## src/hw/rtl/tts_pkg.sv

```systemverilog
// ----------------------------------------------------------------------
// tts_pkg: shared parameters and codes of the task scheduler
// Command, status and slot state codes.
// ----------------------------------------------------------------------
package tts_pkg;
  localparam int DEF_NUM_SLOTS = 16;

  localparam logic [2:0] CMD_SPAWN    = 3'd0;
  localparam logic [2:0] CMD_SCHEDULE = 3'd1;
  localparam logic [2:0] CMD_YIELD    = 3'd2;
  localparam logic [2:0] CMD_SLEEP    = 3'd3;
  localparam logic [2:0] CMD_WAKEUP   = 3'd4;
  localparam logic [2:0] CMD_EXIT     = 3'd5;
  localparam logic [2:0] CMD_WAIT     = 3'd6;
  localparam logic [2:0] CMD_NOP      = 3'd7;

  localparam logic [2:0] STS_OK       = 3'd0;
  localparam logic [2:0] STS_NO_CUR   = 3'd1;
  localparam logic [2:0] STS_FULL     = 3'd2;
  localparam logic [2:0] STS_IDLE     = 3'd3;
  localparam logic [2:0] STS_NO_KIDS  = 3'd4;
  localparam logic [2:0] STS_ASLEEP   = 3'd5;

  localparam logic [2:0] ST_UNUSED    = 3'd0;
  localparam logic [2:0] ST_SLEEPING  = 3'd2;
  localparam logic [2:0] ST_RUNNABLE  = 3'd3;
  localparam logic [2:0] ST_RUNNING   = 3'd4;
  localparam logic [2:0] ST_ZOMBIE    = 3'd5;
endpackage

```

## src/hw/rtl/tts_if.sv

```systemverilog
// ----------------------------------------------------------------------
// tts_cmd_if / tts_res_if: command and result channels
// Valid/ready channels carrying one command or one result beat.
// ----------------------------------------------------------------------
interface tts_cmd_if;
  logic               valid;
  logic               ready;
  logic [2:0]         cmd;
  logic               has_parent;
  logic [15:0]        channel;
  logic signed [31:0] exit_code;
  modport source (output valid, cmd, has_parent, channel, exit_code, input ready);
  modport sink (input valid, cmd, has_parent, channel, exit_code, output ready);
endinterface

interface tts_res_if;
  logic               valid;
  logic               ready;
  logic [2:0]         status;
  logic [15:0]        task_id;
  logic [3:0]         slot_index;
  logic signed [31:0] collected_code;
  logic [4:0]         woken_count;
  modport source (output valid, status, task_id, slot_index, collected_code,
                  woken_count, input ready);
  modport sink (input valid, status, task_id, slot_index, collected_code,
                woken_count, output ready);
endinterface

```

## src/hw/rtl/task_table_round_robin_scheduler.sv

```systemverilog
// ----------------------------------------------------------------------
// task_table_round_robin_scheduler: task table with round-robin pick
// Slot table walked one slot per cycle by a small sequencer.
// ----------------------------------------------------------------------
//  channel | dir | beat
//  cmd     | in  | cmd, has_parent, channel, exit_code
//  res     | out | status, task_id, slot_index, collected_code, woken_count
//
// Each pass over the table visits one slot per cycle through the
// shared slot compare unit. Exit runs a child pass, a wake pass for
// init if needed, and a parent wake pass if the task has a parent.
// Reset clears the table at once. cmd.ready is low while a command
// runs or its result waits; the result holds until taken.
module task_table_round_robin_scheduler
  import tts_pkg::*;
#(
  parameter int NUM_SLOTS = DEF_NUM_SLOTS
) (
  input logic clk,
  input logic rst,
  tts_cmd_if.sink   cmd,
  tts_res_if.source res
);
  localparam int SW = $clog2(NUM_SLOTS);
  localparam int PW = SW + 1;
  localparam logic [PW-1:0] NO_SLOT = PW'(NUM_SLOTS);
  localparam logic [SW-1:0] LAST = SW'(NUM_SLOTS - 1);

  typedef enum logic [5:0] {
    S_IDLE  = 6'b000001,
    S_SCAN  = 6'b000010,
    S_CHILD = 6'b000100,
    S_WINIT = 6'b001000,
    S_WPAR  = 6'b010000,
    S_OUT   = 6'b100000
  } fsm_t;

  fsm_t state;
  logic [2:0]  slot_state   [NUM_SLOTS];
  logic [15:0] slot_id      [NUM_SLOTS];
  logic [PW-1:0] slot_parent [NUM_SLOTS];
  logic [15:0] slot_channel [NUM_SLOTS];
  logic [31:0] slot_code    [NUM_SLOTS];
  logic [PW-1:0] current_slot, init_slot;
  logic [SW-1:0] scan_start;
  logic [15:0] next_id;

  logic [2:0]  op;
  logic        op_par;
  logic [15:0] op_chan;
  logic [31:0] op_code;
  logic [SW-1:0] idx;
  logic [SW:0]   cnt;
  logic        zkid, kids;
  logic [2:0]  r_status;
  logic [15:0] r_id;
  logic [SW-1:0] r_slot;
  logic [31:0] r_code;
  logic [4:0]  r_woken;

  logic [SW-1:0] cur;
  logic have_cur;
  assign have_cur = current_slot < NO_SLOT;
  assign cur = current_slot[SW-1:0];

  // shared slot compare unit
  logic [2:0] s_st;
  logic s_mine, s_sleep_on;
  logic [15:0] wake_ch;
  assign s_st = slot_state[idx];
  assign s_mine = (s_st != ST_UNUSED) && (slot_parent[idx] == current_slot);
  assign wake_ch = (state == S_WINIT) ? 16'(init_slot)
                 : (state == S_WPAR) ? 16'(slot_parent[cur]) : op_chan;
  assign s_sleep_on = (s_st == ST_SLEEPING) && (slot_channel[idx] == wake_ch);

  logic pass_done;
  assign pass_done = (idx == LAST);

  assign cmd.ready = (state == S_IDLE);
  assign res.valid = (state == S_OUT);
  assign res.status = r_status;
  assign res.task_id = r_id;
  assign res.slot_index = 4'(r_slot);
  assign res.collected_code = r_code;
  assign res.woken_count = r_woken;

  always_ff @(posedge clk) begin
    if (rst) begin
      state <= S_IDLE;
      current_slot <= NO_SLOT;
      init_slot <= NO_SLOT;
      scan_start <= '0;
      next_id <= 16'd1;
      for (int i = 0; i < NUM_SLOTS; i++) begin
        slot_state[i] <= ST_UNUSED;
        slot_id[i] <= '0;
        slot_parent[i] <= NO_SLOT;
      end
    end else begin
      unique case (state)
        S_IDLE: begin
          if (cmd.valid) begin
            op <= cmd.cmd;
            op_par <= cmd.has_parent;
            op_chan <= cmd.channel;
            op_code <= cmd.exit_code;
            r_status <= STS_OK;
            r_id <= '0;
            r_slot <= '0;
            r_code <= '0;
            r_woken <= '0;
            zkid <= 1'b0;
            kids <= 1'b0;
            cnt <= '0;
            idx <= (cmd.cmd == CMD_SCHEDULE) ? scan_start : '0;
            priority if (cmd.cmd == CMD_SCHEDULE && have_cur) begin
              r_id <= slot_id[cur];
              r_slot <= cur;
              state <= S_OUT;
            end else if (cmd.cmd == CMD_SPAWN && cmd.has_parent && !have_cur) begin
              r_status <= STS_NO_CUR;
              state <= S_OUT;
            end else if (cmd.cmd == CMD_SPAWN || cmd.cmd == CMD_SCHEDULE
                         || cmd.cmd == CMD_WAKEUP) begin
              state <= S_SCAN;
            end else if (cmd.cmd == CMD_NOP) begin
              state <= S_OUT;
            end else if (!have_cur) begin
              r_status <= STS_NO_CUR;
              state <= S_OUT;
            end else if (cmd.cmd == CMD_YIELD) begin
              slot_state[cur] <= ST_RUNNABLE;
              current_slot <= NO_SLOT;
              state <= S_OUT;
            end else if (cmd.cmd == CMD_SLEEP) begin
              slot_channel[cur] <= cmd.channel;
              slot_state[cur] <= ST_SLEEPING;
              current_slot <= NO_SLOT;
              state <= S_OUT;
            end else if (cmd.cmd == CMD_EXIT) begin
              state <= S_CHILD;
            end else begin
              state <= S_SCAN;
            end
          end
        end
        S_SCAN: begin
          // one slot per cycle; spawn, schedule, wakeup and wait share this pass
          unique case (op)
            CMD_SPAWN: begin
              if (s_st == ST_UNUSED) begin
                slot_state[idx] <= ST_RUNNABLE;
                slot_id[idx] <= next_id;
                slot_channel[idx] <= '0;
                slot_code[idx] <= '0;
                slot_parent[idx] <= op_par ? current_slot : NO_SLOT;
                if (!op_par && init_slot == NO_SLOT) init_slot <= PW'(idx);
                next_id <= (next_id == 16'hFFFF) ? 16'd1 : next_id + 16'd1;
                r_id <= next_id;
                r_slot <= idx;
                state <= S_OUT;
              end else if (pass_done) begin
                r_status <= STS_FULL;
                state <= S_OUT;
              end
              idx <= idx + 1'b1;
            end
            CMD_SCHEDULE: begin
              if (s_st == ST_RUNNABLE) begin
                slot_state[idx] <= ST_RUNNING;
                current_slot <= PW'(idx);
                scan_start <= (idx == LAST) ? '0 : idx + 1'b1;
                r_id <= slot_id[idx];
                r_slot <= idx;
                state <= S_OUT;
              end else if (cnt == (SW+1)'(NUM_SLOTS - 1)) begin
                r_status <= STS_IDLE;
                state <= S_OUT;
              end
              idx <= (idx == LAST) ? '0 : idx + 1'b1;
              cnt <= cnt + 1'b1;
            end
            CMD_WAKEUP: begin
              if (s_sleep_on) begin
                slot_state[idx] <= ST_RUNNABLE;
                r_woken <= r_woken + 5'd1;
              end
              if (pass_done) state <= S_OUT;
              idx <= idx + 1'b1;
            end
            default: begin
              // wait: first zombie child, else note any child
              if (s_mine && s_st == ST_ZOMBIE) begin
                r_id <= slot_id[idx];
                r_slot <= idx;
                r_code <= slot_code[idx];
                slot_state[idx] <= ST_UNUSED;
                slot_id[idx] <= '0;
                slot_parent[idx] <= NO_SLOT;
                state <= S_OUT;
              end else if (pass_done) begin
                if (!(kids || s_mine)) begin
                  r_status <= STS_NO_KIDS;
                end else begin
                  slot_channel[cur] <= 16'(cur);
                  slot_state[cur] <= ST_SLEEPING;
                  current_slot <= NO_SLOT;
                  r_status <= STS_ASLEEP;
                end
                state <= S_OUT;
              end
              if (s_mine) kids <= 1'b1;
              idx <= idx + 1'b1;
            end
          endcase
        end
        S_CHILD: begin
          // hand children to init
          if (s_mine) begin
            slot_parent[idx] <= init_slot;
            if (init_slot != NO_SLOT && s_st == ST_ZOMBIE) zkid <= 1'b1;
          end
          idx <= pass_done ? '0 : idx + 1'b1;
          if (pass_done) begin
            if (zkid || (s_mine && init_slot != NO_SLOT && s_st == ST_ZOMBIE)) begin
              state <= S_WINIT;
            end else begin
              slot_code[cur] <= op_code;
              slot_state[cur] <= ST_ZOMBIE;
              state <= (slot_parent[cur] != NO_SLOT) ? S_WPAR : S_OUT;
              if (slot_parent[cur] == NO_SLOT) current_slot <= NO_SLOT;
            end
          end
        end
        S_WINIT: begin
          // wake init once (later passes find no sleepers on it)
          if (s_sleep_on) begin
            slot_state[idx] <= ST_RUNNABLE;
            r_woken <= r_woken + 5'd1;
          end
          idx <= pass_done ? '0 : idx + 1'b1;
          if (pass_done) begin
            slot_code[cur] <= op_code;
            slot_state[cur] <= ST_ZOMBIE;
            state <= (slot_parent[cur] != NO_SLOT) ? S_WPAR : S_OUT;
            if (slot_parent[cur] == NO_SLOT) current_slot <= NO_SLOT;
          end
        end
        S_WPAR: begin
          if (s_sleep_on) begin
            slot_state[idx] <= ST_RUNNABLE;
            r_woken <= r_woken + 5'd1;
          end
          idx <= idx + 1'b1;
          if (pass_done) begin
            current_slot <= NO_SLOT;
            state <= S_OUT;
          end
        end
        S_OUT: begin
          if (res.ready) state <= S_IDLE;
        end
        default: state <= S_IDLE;
      endcase
    end
  end
endmodule

```

## src/flat_wrapper.sv

```systemverilog
// flat-port wrapper written by rule: the top's interface ports become plain ports
module task_table_round_robin_scheduler_flat import tts_pkg::*;
#(
  parameter int NUM_SLOTS = DEF_NUM_SLOTS
)
  (clk, rst, cmd_valid, cmd_cmd, cmd_has_parent, cmd_channel, cmd_exit_code, cmd_ready, res_valid, res_status, res_task_id, res_slot_index, res_collected_code, res_woken_count, res_ready);
  tts_cmd_if cmd_i ();
  tts_res_if res_i ();
  input logic clk;
  input logic rst;
  input wire logic [$bits(cmd_i.valid)-1:0] cmd_valid;
  input wire logic [$bits(cmd_i.cmd)-1:0] cmd_cmd;
  input wire logic [$bits(cmd_i.has_parent)-1:0] cmd_has_parent;
  input wire logic [$bits(cmd_i.channel)-1:0] cmd_channel;
  input wire logic [$bits(cmd_i.exit_code)-1:0] cmd_exit_code;
  output wire logic [$bits(cmd_i.ready)-1:0] cmd_ready;
  output wire logic [$bits(res_i.valid)-1:0] res_valid;
  output wire logic [$bits(res_i.status)-1:0] res_status;
  output wire logic [$bits(res_i.task_id)-1:0] res_task_id;
  output wire logic [$bits(res_i.slot_index)-1:0] res_slot_index;
  output wire logic [$bits(res_i.collected_code)-1:0] res_collected_code;
  output wire logic [$bits(res_i.woken_count)-1:0] res_woken_count;
  input wire logic [$bits(res_i.ready)-1:0] res_ready;
  assign cmd_i.valid = cmd_valid;
  assign cmd_i.cmd = cmd_cmd;
  assign cmd_i.has_parent = cmd_has_parent;
  assign cmd_i.channel = cmd_channel;
  assign cmd_i.exit_code = cmd_exit_code;
  assign cmd_ready = cmd_i.ready;
  assign res_valid = res_i.valid;
  assign res_status = res_i.status;
  assign res_task_id = res_i.task_id;
  assign res_slot_index = res_i.slot_index;
  assign res_collected_code = res_i.collected_code;
  assign res_woken_count = res_i.woken_count;
  assign res_i.ready = res_ready;
  task_table_round_robin_scheduler #(.NUM_SLOTS(NUM_SLOTS)) u_core (.clk(clk), .rst(rst), .cmd(cmd_i), .res(res_i));
endmodule
```

## config.mk

```make
export PLATFORM = sky130hd
export DESIGN_NAME = task_table_round_robin_scheduler_flat
export DESIGN_NICKNAME = d
export VERILOG_FILES = /design/src/hw/rtl/tts_pkg.sv /design/src/hw/rtl/tts_if.sv /design/src/hw/rtl/task_table_round_robin_scheduler.sv /design/src/flat_wrapper.sv
export SDC_FILE = /design/constraint.sdc
export NUM_CORES = 2
export LEC_CHECK = 0
export ABC_AREA = 1
export ABC_CLOCK_PERIOD_IN_PS = 10620
export BUFFER_PORTS_ARGS = -buffer_cell sky130_fd_sc_hd__buf_2
export CAP_MARGIN = 40
export CORE_ASPECT_RATIO = 2
export CORE_MARGIN = 3
export CORE_UTILIZATION = 55
export DETAILED_ROUTE_END_ITERATION = 10
export PLACE_DENSITY = 0.79
export SYNTH_ARGS = -nofsm -noshare
export SYNTH_HDL_FRONTEND = slang
export SYNTH_SLANG_ARGS = --single-unit
```

## constraint.sdc

```tcl
create_clock -name clk -period 10.62 [get_ports clk]
set_input_delay 1.062 -clock clk [delete_from_list [all_inputs] [get_ports clk]]
set_output_delay 1.062 -clock clk [all_outputs]
set_load 0.05 [all_outputs]
```

==> run metrics <==
status=finished clean; P&R area growth vs syn=9.95%; Pint=between 9 and 10 mW; Hold Vio Cnt, Final=0; clk_skew=0.0838 ns; Most used DFF post-synth=edfxtp_1; Seq/Total Area, Yosys=0.641; CTS Hold Bufs=0; final setup TNS=0 ns; Post-synth EDFFs=roughly 1300; Synth Area in XOR/XNOR=0.000717; Net Sw Power=between 5 and 6 mW; CP arrival=6.51 ns; overall power=between 10 and 15 mW; Slew Limit Headroom=0.233; Final setup viols=0; Routed WL=~190 mm; Synth Area per Inst=9.92 um^2; fin nets=just over 6000; Clock Tree Root=clkbuf_16; first-pass GRT wire length=279 mm; clk sinks=around 1300; Yosys warning count=0; #FFs+latches synth=between 1000 and 1500; vias in the first global route=~46000; CTS Buf Count=110; Pleak=around 28 nW; final antenna-violating net count=0; share of power burned in registers=0.427; Fmax=about 0.17 GHz; Sw Share=0.363; die height=between 400 and 500 um; Compound-Gate Fraction of Synth Area=0.119; post-DR vias/cell=6.14; Mapped Nets=~6200; largest net degree at the start of global routing=212; Synth Area in Adders=0.00164; Remaining DRCs=0; Total Routing Usage GR=0.323; antenna violations before repair=11; Worst setup EP type=register; FP Rows=about 170; clock-pin transition on the worst setup and hold timing paths=around 0.070 ns; initial drt markers=between 5000 and 6000; # resized after CTS=0; startpoint types=register; pwr/cell area=about 210 nW/um^2; Cells after Synth=roughly 6200; Max Cap Violations=0; RSZ-0062 raised after global routing=no; minimum clock period=~6 ns; layout cells sized above 1=0.0824; core area=between 100000 and 150000 um^2; final RePlAce weighted congestion=a little over 1; DRT Pass-1 Iters=10; Synth cell types=between 50 and 60; CTS Buffer Depth=3; Slew Viols, Final=0; Post-Synth Simple-Gate Area=0.163; actual slew at the worst max-slew pin=around 1.2 ns; hpwl dp=between 100 and 150 mm; worst-path fanout max=80; PortBufs=between 100 and 150; die width=242 um; Worst-Skew Late Latency=0.80 ns; io pins=roughly 120; fin crit share=0.567; Syn Std Cell Area=a little over 60000 um^2; combinational fraction of design power=0.287; CTS H-tree lvls=3; clock power share=0.286; WS Path Type=register to register; GR Overflow Total=0; Via Count=47300; worst min path class=input port to register; per-cell routed wire length=about 25 um; Post-synth ARST share=0; post-CTS repair timing setup buffer count=0; full die area=115000 um^2; WP data required=~11 ns; TritonCTS clock tree=yes; largest family of logic cells by synthesized area=simple AND/OR/NAND/NOR gates; Starting Density=0.555; post-synthesis mux area share=0; Peak VDD IR=between 150 and 200 uV
## final cells by class
type / instances / area, um^2
diodes: 5 / 12.5
clock buffers: 124 / 2830
clock inverters: 78 / 779
fillers: 8665 / 42800
inverters: 746 / 2820
multi-input cells: 3700 / 17600
flip-flops and latches: 1319 / 39200
well taps: 1479 / 1850
repair buffers: 247 / 2120
## power by group through the flow
| stage | sequential (mW) | clock, mW | combinational [mW] |
|---|---|---|---|
| 2_1_floorplan | 6.23 | 0 | 2.62 |
| 3_3_place_gp | 6.20 | 0 | 3.84 |
| 3_5_place_dp | 6.20 | 0 | 3.99 |
| 4_1_cts | 6.09 | 4.09 | 4.01 |
| 5_1_grt | 6.11 | 4.31 | 4.42 |
| 6_report | 6.10 | 4.09 | 4.10 |
## cells in the mapped netlist (3+ instances only)
cell type,number,area [um^2]
nand3b_1,18,135
xor2_1,3,26.3
nand3_1,454,2270
edfxtp_1,1275,38300
nand2_2,9,56.3
inv_2,23,86.3
nand2_1,1106,4150
o31ai_1,3,22.5
clkbuf_1,247,927
buf_4,26,195
buf_6,9,101
o21ai_1,5,25.0
clkinv_1,5,18.8
nand4_1,10,62.6
a21oi_1,191,956
inv_1,718,2700
nand3_2,3,30.0
a41oi_2,4,65.1
nor2_1,761,2860
nor4_1,4,25.0
buf_2,88,440
o21ai_0,738,3690
o211ai_1,108,811
dfxtp_1,44,881
ha_1,8,100
a211oi_1,3,22.5
buf_1,23,86.3
nor3b_1,4,30.0
o221ai_1,99,867
o2111ai_1,3,26.3
nor3_1,28,140
o22ai_1,113,707
## layout by cell type, fill, tap and decap left out, drive strengths merged, types with 13 or more instances in the layout
cell type,instances
edfxtp,1275
nand2,1115
nor2,767
inv,745
o21ai,744
nand3,457
buf,247
a21oi,192
clkbuf,124
o22ai,113
o211ai,108
o221ai,99
clkinv,62
dfxtp,44
nor3,28
nand3b,18
nand4,13
## worst paths after layout
| kind | from | end | cells after the start | slack (ns) |
|---|---|---|---|---|
| hold reg to reg | u_core.scan_start[2] | u_core.scan_start[2] | 2 | 0.46 |
| hold / removal | cmd_exit_code[9] | u_core.op_code[9] | 1 | 0.43 |
| setup reg to reg | register | u_core.slot_code[12][20] | 18 | 4.60 |
| setup / recovery | register | u_core.slot_code[12][20] | 18 | 4.60 |
## registers in the layout, indices dropped and copies added (netlist names), 6 cells and up, named ones only
name / count
u_core.next_id: 16
u_core.op_code: 32
u_core.slot_channel: 256
u_core.slot_state: 48
u_core.slot_code: 512
u_core.slot_id: 256
u_core.res.collected_code: 32
u_core.state: 6
u_core.op_chan: 16
u_core.slot_parent: 80
u_core.res.task_id: 16
## cell families after synthesis
kind of cell / count (synthesis)
flip-flops: 1319
buffers and inverters: 1139
adder cells (fa/ha/maj): 8
AND/OR/NAND/NOR: 2413
AO/OA/AOI/OAI: 1274
XOR/XNOR: 5
## worst max-delay path, cell delays in order (launching register included)
cell and delay, ns:
dfxtp_4 0.83, buf_4 0.75, nand2_1 0.14, nand3_1 0.12
nand3_1 0.09, nand3_1 0.15, nand2_1 0.10, nor2_1 0.15
nand2_1 0.26, inv_2 0.21, nor2_8 0.06, nand4_2 0.13
nand3_2 0.14, nand2_2 0.44, inv_2 0.45, nand2_1 0.26
nand3_1 0.37, nor2_4 0.66, buf_16 0.25
## layer usage
metal / GRT usage / part of all wire / wire [um]
met5: 0.00210 / 0.00030 / 56
met4: 0.279 / 0.10 / 19000
met1: 0.338 / 0.31 / 58100
met3: 0.0556 / 0.092 / 17500
met2: 0.560 / 0.50 / 95100
## per-stage QoR
stage	instances	utilization	instance area, um^2	worst slack [ns]	hold WS, ns
floorplan	6158	-	61100	3.75	0.427
finish	7698	0.611	67200	4.60	0.432
CTS	7687	0.610	67100	4.66	0.413
global route	7696	0.611	67200	4.17	0.412
global placement	7429	0.569	62500	4.36	0.445
detailed placement	7485	0.577	63500	4.67	0.454
Note: power is estimated with default switching activity, not from simulation.
